===== src/scc_pkg.sv =====
// ============================================================================
// scc_pkg: shared types for the source record counter and classifier
// Entry and cell control structures, verdict codes and controller states.
// ============================================================================
package scc_pkg;

    localparam int ADDR_W = 32;
    localparam int CNT_W  = 16;
    localparam logic [CNT_W-1:0] CNT_MAX = {CNT_W{1'b1}};

    typedef struct packed {
        logic [ADDR_W-1:0] key;
        logic [CNT_W-1:0]  count;
        logic              valid;
    } entry_t;

    typedef struct packed {
        logic              rotate;
        logic              record;
        logic              insert;
        logic [ADDR_W-1:0] addr;
    } cell_ctrl_t;

    typedef enum logic [1:0] {
        VERDICT_NONE     = 2'd0,
        VERDICT_POSSIBLE = 2'd1,
        VERDICT_LIKELY   = 2'd2,
        VERDICT_DROP     = 2'd3
    } verdict_t;

    typedef enum logic [1:0] {
        ST_IDLE,
        ST_WALK,
        ST_FLUSH
    } state_t;

    typedef enum logic {
        REG_LIKELY   = 1'b0,
        REG_POSSIBLE = 1'b1
    } reg_index_t;

endpackage


===== src/scc_cell.sv =====
// ============================================================================
// scc_cell: one table entry of the counter chain
// Holds a key and its count, matches a record address, counts hits, takes
// an insert when it is the first free entry, and shifts toward its neighbor.
// ============================================================================
module scc_cell
(
    input  logic                clk,
    input  logic                rst_n,
    input  scc_pkg::cell_ctrl_t ctrl,
    input  logic                prev_valid,
    input  scc_pkg::entry_t     nbr,
    output scc_pkg::entry_t     entry,
    output logic                match
);
    import scc_pkg::*;

    logic [ADDR_W-1:0] key_reg;
    logic [ADDR_W-1:0] key_next;
    logic [CNT_W-1:0]  count_reg;
    logic [CNT_W-1:0]  count_next;
    logic              valid_reg;
    logic              valid_next;

    assign match = valid_reg && (key_reg == ctrl.addr);

    always_comb
    begin
        key_next   = key_reg;
        count_next = count_reg;
        valid_next = valid_reg;
        if (ctrl.rotate)
        begin
            key_next   = nbr.key;
            count_next = nbr.count;
            valid_next = nbr.valid;
        end
        else if (ctrl.record && match)
        begin
            if (count_reg != CNT_MAX)
            begin
                count_next = count_reg + CNT_W'(1);
            end
        end
        else if (ctrl.insert && !valid_reg && prev_valid)
        begin
            key_next   = ctrl.addr;
            count_next = CNT_W'(1);
            valid_next = 1'b1;
        end
    end

    always_ff @(posedge clk or negedge rst_n)
    begin
        if (!rst_n)
        begin
            valid_reg <= 1'b0;
        end
        else
        begin
            valid_reg <= valid_next;
        end
    end

    always_ff @(posedge clk)
    begin
        key_reg   <= key_next;
        count_reg <= count_next;
    end

    assign entry.key   = key_reg;
    assign entry.count = count_reg;
    assign entry.valid = valid_reg;

endmodule


===== config.mk =====
export PLATFORM = sky130hd
export DESIGN_NAME = scc_cell
export DESIGN_NICKNAME = d
export VERILOG_FILES = /design/src/scc_pkg.sv /design/src/scc_cell.sv
export SDC_FILE = /design/constraint.sdc
export NUM_CORES = 1
export LEC_CHECK = 0
export BUFFER_PORTS_ARGS = -buffer_cell sky130_fd_sc_hd__buf_2
export CORE_MARGIN = 8
export CORE_UTILIZATION = 42
export CTS_CLUSTER_DIAMETER = 30
export DETAILED_ROUTE_END_ITERATION = 7
export GPL_TIMING_DRIVEN = 0
export PLACE_DENSITY = 0.77
export SLEW_MARGIN = 10
export SYNTH_ARGS = -nofsm -noshare
export SYNTH_HDL_FRONTEND = slang
export SYNTH_SLANG_ARGS = --single-unit

===== constraint.sdc =====
create_clock -name clk -period 4 [get_ports clk]
set_input_delay 0.8 -clock clk [delete_from_list [all_inputs] [get_ports clk]]
set_output_delay 0.8 -clock clk [all_outputs]
set_load 0.005 [all_outputs]

==> insert_results.sql, run 1 <==
INSERT INTO impl_metrics (metric_group, metric, value, unit) VALUES
('worst_setup_path', 'worst_setup_path_start_kind', 'input pin', ''),
('placed_design', 'dp_hpwl', '6.42', 'mm'),
('finish', 'layout_common_cells', '136 x buf_2, 48 x edfxtp_1, 32 x mux2_2, 30 x xnor2_1, 21 x nand2_1', ''),
('finish', 'drive_above_1_share', '51.3', '%'),
('logic_synthesis', 'syn_area', '2850', 'um2'),
('cts', 'cts.htree.levels', '2', ''),
('sta', 'finalSetupTns', '0', 'ps'),
('drt', 'avgRoutedWirePerCell', '17.6', 'um'),
('logic_synthesis', 'ys_top_cells_by_area', 'edfxtp_1 51%, mux2_2 13%, xnor2_1 9.2%', ''),
('worst_setup_path', 'worstPathRequired', '3200', 'ps'),
('global_routing', 'globalRouteTotalUtil', '16.1', '%'),
('outcome', 'status', 'completed', ''),
('logic_synthesis', 'synth.yosys.seq_area_share', '51.5', '%'),
('drt', 'first_pass_iters', '4', ''),
('drt', 'routed-via-count', '2324', ''),
('sta', 'total_count_of_max_transition_violations_in_the_final_report', '0', ''),
('global_routing', 'grtUsageMet2', '27.7', '%'),
('logic_synthesis', 'ys_warn_count', '0', ''),
('worst_setup_path', 'worstPathArrival', '2230', 'ps'),
('die', 'rows', '30', ''),
('logic_synthesis', 'synth_nets', '318', ''),
('logic_synthesis', 'syn_inst', '230', ''),
('flow_run', 'drv_cap', '0', ''),
('global_routing', 'use_met1', '17.3', '%'),
('cts', 'cts-buffers-inserted', '5', ''),
('drt', 'detailedRoute.firstIterationViolations', '66', ''),
('global_routing', 'grt_pass1_wl', '12.4', 'mm'),
('finish', 'num-fill-cells', '580', ''),
('drt', 'routed_wire_length', '8.00', 'mm'),
('worst_setup_path', 'critical_path_peak_fanout', '3', ''),
('sta', 'max-slew-margin-rel', '51.8', '%'),
('sta', 'rsz0062_at_grt', 'false', ''),
('worst_setup_path', 'worst_setup_path_end_kind', 'primary output', ''),
('sta', 'fin_worst_hold_slack', '251', 'ps'),
('drt', 'drt_via_density', '5.12', ''),
('global_routing', 'grt_max_degree', '27', ''),
('finish', 'num-nets-final', '461', ''),
('drt', 'route.detailed.drc', '0', ''),
('global_routing', 'grt_overflow', '0', ''),
('logic_synthesis', 'synthesis.area_per_instance', '12.4', 'um2'),
('cts', 'clkSinkCount', '49', ''),
('logic_synthesis', 'post-synth-top-area-cell', 'edfxtp_1', ''),
('cts', 'clockRootBuffer', 'clkbuf_8', ''),
('placed_design', 'dp.cells', '446', ''),
('die', 'design.die.area', '9670', 'um2'),
('logic_synthesis', 'flip_flop_and_latch_count_after_synthesis', '49', ''),
('finish', 'n_antenna_cell', '0', ''),
('sta', 'hold_viol', '0', ''),
('die', 'coreArea', '6680', 'um2'),
('die', 'die_height', '98.4', 'um'),
('sta', 'timing.final.crit_share', '75.9', '%'),
('finish', 'most_common_library_cell_in_the_layout_ignoring_fill_and_taps', 'buf_2', ''),
('finish', 'post-route-util', '56.7', '%'),
('power', 'power-per-cell-area', '343', 'nW/um2'),
('die', 'dieWidth', '98.4', 'um'),
('logic_synthesis', 'synth.lib_cells_used.distinct', '32', ''),
('min_path', 'holdCritPathClass', 'in -> async', ''),
('global_routing', 'grt_pass1_vias', '2570', ''),
('die', 'effective_utilization_at_floorplan', '42.6', '%'),
('cts', 'clkTransAtPathRegs', '90', 'ps'),
('cts', 'clock_path_buffers', '2', ''),
('finish', 'final_cells', '454', ''),
('finish', 'synthToLayoutAreaGrowth', '33.0', '%'),
('cts', 'cts_post_setup_buffers_inserted', '0', ''),
('placed_design', 'buffers_added_on_ports', '135', ''),
('worst_setup_path', 'type_of_the_worst_setup_path', 'in -> out', ''),
('sta', 'fin_skew', '6.60', 'ps'),
('cts', 'clk_latency', '300', 'ps'),
('sta', 'timing_worst_slew_pin_value', '723', 'ps'),
('logic_synthesis', 'synth_top_cell_area_share', '50.6', '%'),
('placed_design', 'place_congestion', '0.798', ''),
('global_routing', 'grt_antenna_before_repair', '0', ''),
('cts', 'post_cts_hold_fix_bufs', '0', ''),
('drt', 'postRouteAntennaNets', '0', ''),
('sta', 'fmaxAchievable', '330', 'MHz'),
('global_routing', 'grt_use_met3', '7.89', '%'),
('power', 'power.static_leakage', '1.55', 'nW'),
('global_routing', 'busiest_layer', 'met2', ''),
('cts', 'tritoncts_clock_tree', 'built', ''),
('sta', 'fin_crit', '3030', 'ps'),
('finish', 'largest_register_ffs', '32', ''),
('cts', 'cts_resized', '0', ''),
('sta', 'setup-violations-final', '0', ''),
('power', 'ir_drop', '0.000179', 'V'),
('die', 'boundaryPins', '137', '');
## final timing paths
kind / from / endpoint / slack, ps / cells after the start
max: ctrl[25] / match / 970 / 6
min: rst_n / valid_reg / 250 / 1
max reg2reg: key_reg[10] / count_reg[12] / 1390 / 5
min reg2reg: valid_reg / valid_reg / 610 / 1
max in group asynchronous: rst_n / valid_reg / 3670 / 1
min in group clk: valid_reg / valid_reg / 610 / 1
## where the power goes
part           internal (mW)  switching [mW]  leakage (nW)
clock network          0.249           0.172        0.0681
registers              0.614          0.0325         0.490
logic                  0.124           0.109         0.993
total                  0.986           0.313          1.55
## cell usage after synthesis
cell type and n:
o31ai_2 9, nor4_1 4, mux2_2 32, nor3_1 4
nand4bb_1 1, buf_2 1, buf_4 1, nand3_1 7
ha_1 1, edfxtp_1 48, nor2_1 5, nand4_1 7
o22a_1 1, clkbuf_1 7, a2111o_1 3, xor2_1 5
o31ai_1 5, a31oi_1 1, o221ai_1 1, nand2_1 21
o2111ai_1 2, xnor2_1 30, o31ai_4 1, and3_1 1
and4bb_2 1, nand2b_1 7, dfrtp_1 1, o21ai_0 3
nor2b_1 7, or4_4 1, inv_1 11, buf_6 1
## kinds of logic (layout without fill, tap and decap cells)
logic type | count (synthesis) | in the layout | share of synthesized area [%]
multiplexers | 32 | 32 | 12.6
AND/OR/NAND/NOR | 66 | 66 | 12.3
XOR/XNOR | 35 | 35 | 10.8
AO/OA/AOI/OAI | 26 | 26 | 9.18
adder cells (fa/ha/maj) | 1 | 1 | 0.439
flip-flops | 49 | 49 | 51.5
buffers and inverters | 21 | 165 | 3.21
## metal layers
metal	vias to the layer above	routed length [um]	share of wire, %
li1	1136	-	-
met1	1079	3230	40
met2	103	3870	48
met3	6	825	10
met4	0	74	0.92
met5	-	0	0
## area by class of cell
cell class                 instances  area (um2)  area share (%)
sequential                        49        1470            38.7
multi-input combinational        160        1300            34.4
timing repair buffer             136         696            18.4
tap                               80         100            2.64
clock buffer                       5        68.8            1.82
clock inverter                     3        65.1            1.72
buffer                            10        50.0            1.32
inverter                          11        41.3            1.09
## worst max-delay path, cell delays in order
cell and delay, ps:
buf_2 120, nor2b_1 120, a2111o_1 400, or4_4 550, nor2_1 120, buf_2 130
## stage by stage
stage	power, mW	cell area, um2	worst slack (ps)
detailed placement	0.892	3660	846
finish	1.30	3790	966
floorplan	0.771	2850	696
global route	1.35	3790	919
global placement	0.881	3620	-319
CTS	1.31	3790	975
Note: power is estimated with default switching activity, not from simulation.
==> run 2, diff against run 1 <==
clock period = 2.6 ns   (was 4 ns; I/O delays follow)
==> run 2 against run 1 <==
Sequential power increased by 54%; setup slack got worse by 890 ps; design area decreased by 0.26%; via count increased by 1.4%; clock power increased by 5.7%; critical endpoint is now count_reg[14]; count of clock-buffer cells in the layout unchanged; highest routed layer unchanged; sequential share of layout area increased by 0.10 points; largest cell class unchanged; critical path depth decreased by 1; worst hold slack improved by 210 ps.
==> insert_results.sql, run 2 (same netlist as run 1, synthesis figures left out) <==
INSERT INTO impl_metrics (metric_group, metric, value, unit) VALUES
('sta', 'hold_viol', '0', ''),
('finish', 'num-nets-final', '462', ''),
('cts', 'cts-buffers-inserted', '5', ''),
('global_routing', 'grt_pass1_wl', '13.4', 'mm'),
('sta', 'setup-violations-final', '0', ''),
('power', 'ir_drop', '0.000265', 'V'),
('outcome', 'status', 'completed', ''),
('sta', 'rsz0062_at_grt', 'true', ''),
('drt', 'route.detailed.drc', '0', ''),
('global_routing', 'grt_pass1_vias', '2699', ''),
('drt', 'routed-via-count', '2356', ''),
('min_path', 'holdCritPathClass', 'in -> reg', ''),
('cts', 'clock_path_buffers', '2', ''),
('cts', 'clk_latency', '300', 'ps'),
('placed_design', 'buffers_added_on_ports', '135', ''),
('sta', 'total_count_of_max_transition_violations_in_the_final_report', '0', ''),
('global_routing', 'grt_antenna_before_repair', '0', ''),
('die', 'design.die.area', '9670', 'um2'),
('die', 'effective_utilization_at_floorplan', '42.6', '%'),
('finish', 'n_antenna_cell', '0', ''),
('worst_setup_path', 'worst_setup_path_start_kind', 'flip-flop', ''),
('worst_setup_path', 'r2r.worst_path.cells', '5', ''),
('sta', 'fin_skew', '9.22', 'ps'),
('finish', 'layout_common_cells', '136 x buf_2, 48 x edfxtp_1, 31 x mux2_2, 30 x xnor2_1, 21 x nand2_1', ''),
('sta', 'max-slew-margin-rel', '53.7', '%'),
('global_routing', 'grt_max_degree', '28', ''),
('worst_setup_path', 'worstPathRequired', '2630', 'ps'),
('die', 'boundaryPins', '137', ''),
('sta', 'timing_worst_slew_pin_value', '695', 'ps'),
('min_path', 'hold_path_depth', '2', ''),
('finish', 'drive_above_1_share', '52.3', '%'),
('worst_setup_path', 'worstPathArrival', '2550', 'ps'),
('drt', 'avgRoutedWirePerCell', '18.1', 'um'),
('worst_setup_path', 'worst_setup_path_end_kind', 'flip-flop', ''),
('die', 'die_height', '98.4', 'um'),
('drt', 'routed_wire_length', '8.26', 'mm'),
('power', 'power.static_leakage', '1.54', 'nW'),
('sta', 'fin_crit', '2520', 'ps'),
('cts', 'tritoncts_clock_tree', 'built', ''),
('finish', 'synthToLayoutAreaGrowth', '32.7', '%'),
('cts', 'clockRootBuffer', 'clkbuf_8', ''),
('worst_setup_path', 'critical_path_peak_fanout', '16', ''),
('placed_design', 'place_congestion', '0.749', ''),
('cts', 'clkSinkCount', '49', ''),
('global_routing', 'grt_overflow', '0', ''),
('die', 'rows', '30', ''),
('finish', 'largest_register_ffs', '32', ''),
('global_routing', 'globalRouteTotalUtil', '17.4', '%'),
('drt', 'first_pass_iters', '4', ''),
('placed_design', 'dp_hpwl', '6.76', 'mm'),
('cts', 'clkTransAtPathRegs', '90', 'ps'),
('drt', 'drt_via_density', '5.18', ''),
('flow_run', 'drv_cap', '0', ''),
('die', 'dieWidth', '98.4', 'um'),
('power', 'power-per-cell-area', '477', 'nW/um2'),
('drt', 'detailedRoute.firstIterationViolations', '84', ''),
('die', 'coreArea', '6680', 'um2'),
('finish', 'most_common_library_cell_in_the_layout_ignoring_fill_and_taps', 'buf_2', ''),
('sta', 'timing.final.crit_share', '97.0', '%'),
('sta', 'finalSetupTns', '0', 'ps'),
('finish', 'num-fill-cells', '598', ''),
('worst_setup_path', 'type_of_the_worst_setup_path', 'reg -> reg', ''),
('sta', 'fmaxAchievable', '397', 'MHz'),
('cts', 'cts.htree.levels', '2', ''),
('drt', 'postRouteAntennaNets', '0', ''),
('power', 'total_power', '1.80', 'mW');
run 2: cell count changes in the layout (fill, tap and decap cells not counted), sizes merged:
cell and change:
clkinvlp +1, clkinv +1, bufinv -2, dlygate4sd3 +1
run 2: cell type report:
type / instances / area (um2) / area share (%)
Clock inverter: 3 / 17.5 / 0.463
Multi-Input combinational cell: 160 / 1330 / 35.2
Timing Repair Buffer: 137 / 706 / 18.7
Inverter: 11 / 41.3 / 1.09
Tap cell: 80 / 100 / 2.65
Buffer: 10 / 50.0 / 1.32
Sequential cell: 49 / 1470 / 38.8
Clock buffer: 5 / 68.8 / 1.82
run 2: timing repair:
item,CTS,global route
endpoints found under the setup margin,16,1
setup buffers,0,0
hold buffers,1,0
pin swaps,0,4
resized for setup,1,5
endpoints found under the hold margin,1,0
run 2: report_power, final:
group	switching [mW]	internal, mW
clock network	0.258	0.186
registers	0.0521	0.944
logic	0.168	0.194
run 2: path summary, 6_finish.rpt:
kind                             start       endpoint  slack (ps)
hold reg to reg              valid_reg      valid_reg         640
setup / recovery           key_reg[19]  count_reg[14]          80
min in group asynchronous        rst_n      valid_reg         550
hold / removal                  nbr[0]      valid_reg         460
setup reg to reg           key_reg[19]  count_reg[14]          80
max in group asynchronous        rst_n      valid_reg        1970
run 2: worst max-delay path, cell delays in order (launching register included):
cell	delay, ps
edfxtp_1	420
nor2b_4	140
a2111o_1	390
or4_4	530
and4bb_2	360
mux2_4	410
run 2: metal layers:
metal  wire length (um)  track usage, %
met1               3050            17.6
met2               4200            31.0
met3                954            8.96
met4                 55            4.13
met5                  0               0
run 2: per-stage QoR:
step / util, % / hold slack (ps) / setup slack [ps] / std cells / cell area [um2]
after global placement: 54.3 / 295 / -446 / 445 / 3630
after floorplan: - / 224 / 16.6 / 230 / 2850
after detailed placement: 54.7 / 301 / -280 / 446 / 3660
final: 56.6 / 457 / 78.1 / 455 / 3780
after CTS: 56.2 / 450 / 79.6 / 455 / 3760
after global routing: 56.6 / 438 / -3.02 / 455 / 3780
==> run 3, diff against run 2 <==
CORE_UTILIZATION = 50   (was 42)
PLACE_DENSITY = 0.86   (was 0.77)
clock period = 3.2 ns   (was 2.6 ns; I/O delays follow)
==> run 3 against run 2 <==
Die area is 13% lower; sequential cell count stayed put; worst hold slack worse by 350 ps; total power is 14% lower; setup slack better by 430 ps; sequential power is 19% lower; critical path depth is 1 higher; non-clock buffer count is 1 lower; routed wire length is 0.50% higher; count of clock-buffer cells in the layout stayed put; combinational power is 20% lower; largest power group unchanged.
==> insert_results.sql, run 3 (same netlist as run 1, synthesis figures left out) <==
INSERT INTO impl_metrics (metric_group, metric, value, unit) VALUES
('sta', 'timing_worst_slew_pin_value', '679', 'ps'),
('die', 'coreArea', '5510', 'um2'),
('cts', 'cts_post_setup_buffers_inserted', '0', ''),
('drt', 'routed_wire_length', '8.30', 'mm'),
('finish', 'most_common_library_cell_in_the_layout_ignoring_fill_and_taps', 'buf_2', ''),
('worst_setup_path', 'worst_reg2reg_endpoint', 'count_reg[8]', ''),
('power', 'power.static_leakage', '1.54', 'nW'),
('worst_setup_path', 'critical_path.cell_chain', 'buf_2 -> nor2b_1 -> a2111o_1 -> or4_4 -> nor2_1 -> buf_2', ''),
('sta', 'max-slew-margin-rel', '54.7', '%'),
('finish', 'num-nets-final', '461', ''),
('worst_setup_path', 'crit_path_max_incr_delay', '550', 'ps'),
('power', 'total_power', '1.54', 'mW'),
('worst_setup_path', 'worst_path_most_repeated_cell', 'buf_2', ''),
('flow_run', 'drv_cap', '0', ''),
('finish', 'layout_common_cells', '136 x buf_2, 48 x edfxtp_1, 32 x mux2_2, 30 x xnor2_1, 21 x nand2_1', ''),
('cts', 'clock_path_buffers', '2', ''),
('cts', 'clkSinkCount', '49', ''),
('cts', 'clk_latency', '300', 'ps'),
('cts', 'cts-buffers-inserted', '5', ''),
('power', 'ir_drop', '0.000332', 'V'),
('cts', 'post_cts_hold_fix_bufs', '0', ''),
('cts', 'tritoncts_clock_tree', 'built', ''),
('drt', 'route.detailed.drc', '0', ''),
('global_routing', 'grt_pass1_wl', '13.3', 'mm'),
('placed_design', 'dp_hpwl', '6.80', 'mm'),
('sta', 'total_count_of_max_transition_violations_in_the_final_report', '0', ''),
('placed_design', 'dp.cells', '438', ''),
('min_path', 'holdCritPathClass', 'in -> async', ''),
('drt', 'postRouteAntennaNets', '0', ''),
('placed_design', 'place_congestion', '0.793', ''),
('worst_setup_path', 'regToRegStartpoint', 'key_reg[10]', ''),
('placed_design', 'dp_worst_setup_slack', '236', 'ps'),
('worst_setup_path', 'worst_setup_path_end_kind', 'primary output', ''),
('worst_setup_path', 'r2r.worst_path.cells', '5', ''),
('sta', 'finalSetupTns', '0', 'ps'),
('die', 'die_height', '91.5', 'um'),
('worst_setup_path', 'worstPathRequired', '2560', 'ps'),
('cts', 'cts.htree.levels', '2', ''),
('global_routing', 'grt_max_degree', '25', ''),
('sta', 'postLayoutSetupSlackWorst', '507', 'ps'),
('global_routing', 'grt_antenna_before_repair', '0', ''),
('finish', 'num-fill-cells', '427', ''),
('sta', 'setup-violations-final', '0', ''),
('outcome', 'status', 'completed', ''),
('cts', 'cts_resized', '0', ''),
('drt', 'drt_via_density', '5.31', ''),
('finish', 'area.sequential', '1470', 'um2'),
('sta', 'fin_skew', '4.84', 'ps'),
('finish', 'n_antenna_cell', '0', ''),
('worst_setup_path', 'critical_path_capture_point', 'match', ''),
('die', 'rows', '27', ''),
('drt', 'routed-via-count', '2368', ''),
('finish', 'stdcell_area', '3760', 'um2'),
('cts', 'clockRootBuffer', 'clkbuf_8', ''),
('worst_setup_path', 'worst_setup_path_start_kind', 'input pin', ''),
('cts', 'clkTransAtPathRegs', '90', 'ps'),
('global_routing', 'grt_pass1_vias', '2762', ''),
('sta', 'fmaxAchievable', '371', 'MHz'),
('die', 'boundaryPins', '137', ''),
('global_routing', 'grt_overflow', '0', ''),
('sta', 'fin_crit', '2690', 'ps'),
('sta', 'hold_viol', '0', ''),
('finish', 'synthToLayoutAreaGrowth', '32.1', '%'),
('sta', 'rsz0062_at_grt', 'false', ''),
('worst_setup_path', 'r2r_setup_slack', '550', 'ps'),
('worst_setup_path', 'type_of_the_worst_setup_path', 'in -> out', ''),
('finish', 'multiInputGateArea', '1300', 'um2'),
('drt', 'detailedRoute.firstIterationViolations', '102', ''),
('drt', 'avgRoutedWirePerCell', '18.6', 'um'),
('die', 'design.die.area', '8370', 'um2'),
('finish', 'largest_register_ffs', '32', ''),
('die', 'effective_utilization_at_floorplan', '51.7', '%'),
('finish', 'final_cells', '446', ''),
('placed_design', 'buffers_added_on_ports', '135', ''),
('sta', 'timing.final.crit_share', '84.2', '%'),
('worst_setup_path', 'critical_path_peak_fanout', '3', ''),
('worst_setup_path', 'cp_slowest_cell', 'or4_4', ''),
('die', 'dieWidth', '91.5', 'um'),
('drt', 'first_pass_iters', '4', ''),
('power', 'power-per-cell-area', '410', 'nW/um2'),
('placed_design', 'place_area', '3650', 'um2'),
('worst_setup_path', 'worstPathArrival', '2050', 'ps'),
('worst_setup_path', 'timing.critical_path.from', 'ctrl[25]', ''),
('finish', 'drive_above_1_share', '51.1', '%'),
('global_routing', 'globalRouteTotalUtil', '19.9', '%');
==> run 3: critical path, delay by kind of cell <==
kind            cells  cell delay [ps]
simple gates        3              780
compound gates      1              390
buf+inv             2              250
==> run 3: routing by layer <==
| metal | wire (um) | GRT usage (%) | up-vias |
|---|---|---|---|
| li1 | - | - | 1136 |
| met1 | 2900 | 19.1 | 1109 |
| met2 | 4280 | 36.0 | 115 |
| met3 | 1010 | 10.3 | 8 |
| met4 | 105 | 5.87 | 0 |
| met5 | 0 | 0 | - |
==> run 3: worst min-delay path by stage <==
stage / startpoint / to / cells after the start
floorplan: rst_n / valid_reg / 0
global placement: rst_n / valid_reg / 1
detailed placement: rst_n / valid_reg / 1
CTS: rst_n / valid_reg / 1
global route: rst_n / valid_reg / 1
finish: rst_n / valid_reg / 1
==> run 3: power breakdown <==
part / total, mW / internal (mW) / leakage (nW) / switching, mW
Combinational: 0.292 / 0.156 / 0.996 / 0.136
Clock: 0.441 / 0.230 / 0.0518 / 0.211
Sequential: 0.810 / 0.767 / 0.490 / 0.0429
Total: 1.54 / 1.15 / 1.54 / 0.389
==> run 3: cell type report <==
type / count / share of cell area (%)
inverter: 11 / 1.10
clock inverter: 3 / 1.10
sequential: 49 / 39.0
tap: 72 / 2.39
clock buffer: 5 / 1.83
timing repair buffer: 136 / 18.7
buffer: 10 / 1.33
multi-input combinational: 160 / 34.6
==> run 3: through the flow <==
stage,utilization [%],hold slack (ps)
final,68.3,102
after global routing,68.3,84.7
after CTS,68.3,91.6
after detailed placement,66.3,418
after global placement,65.6,415
after floorplan,-,344
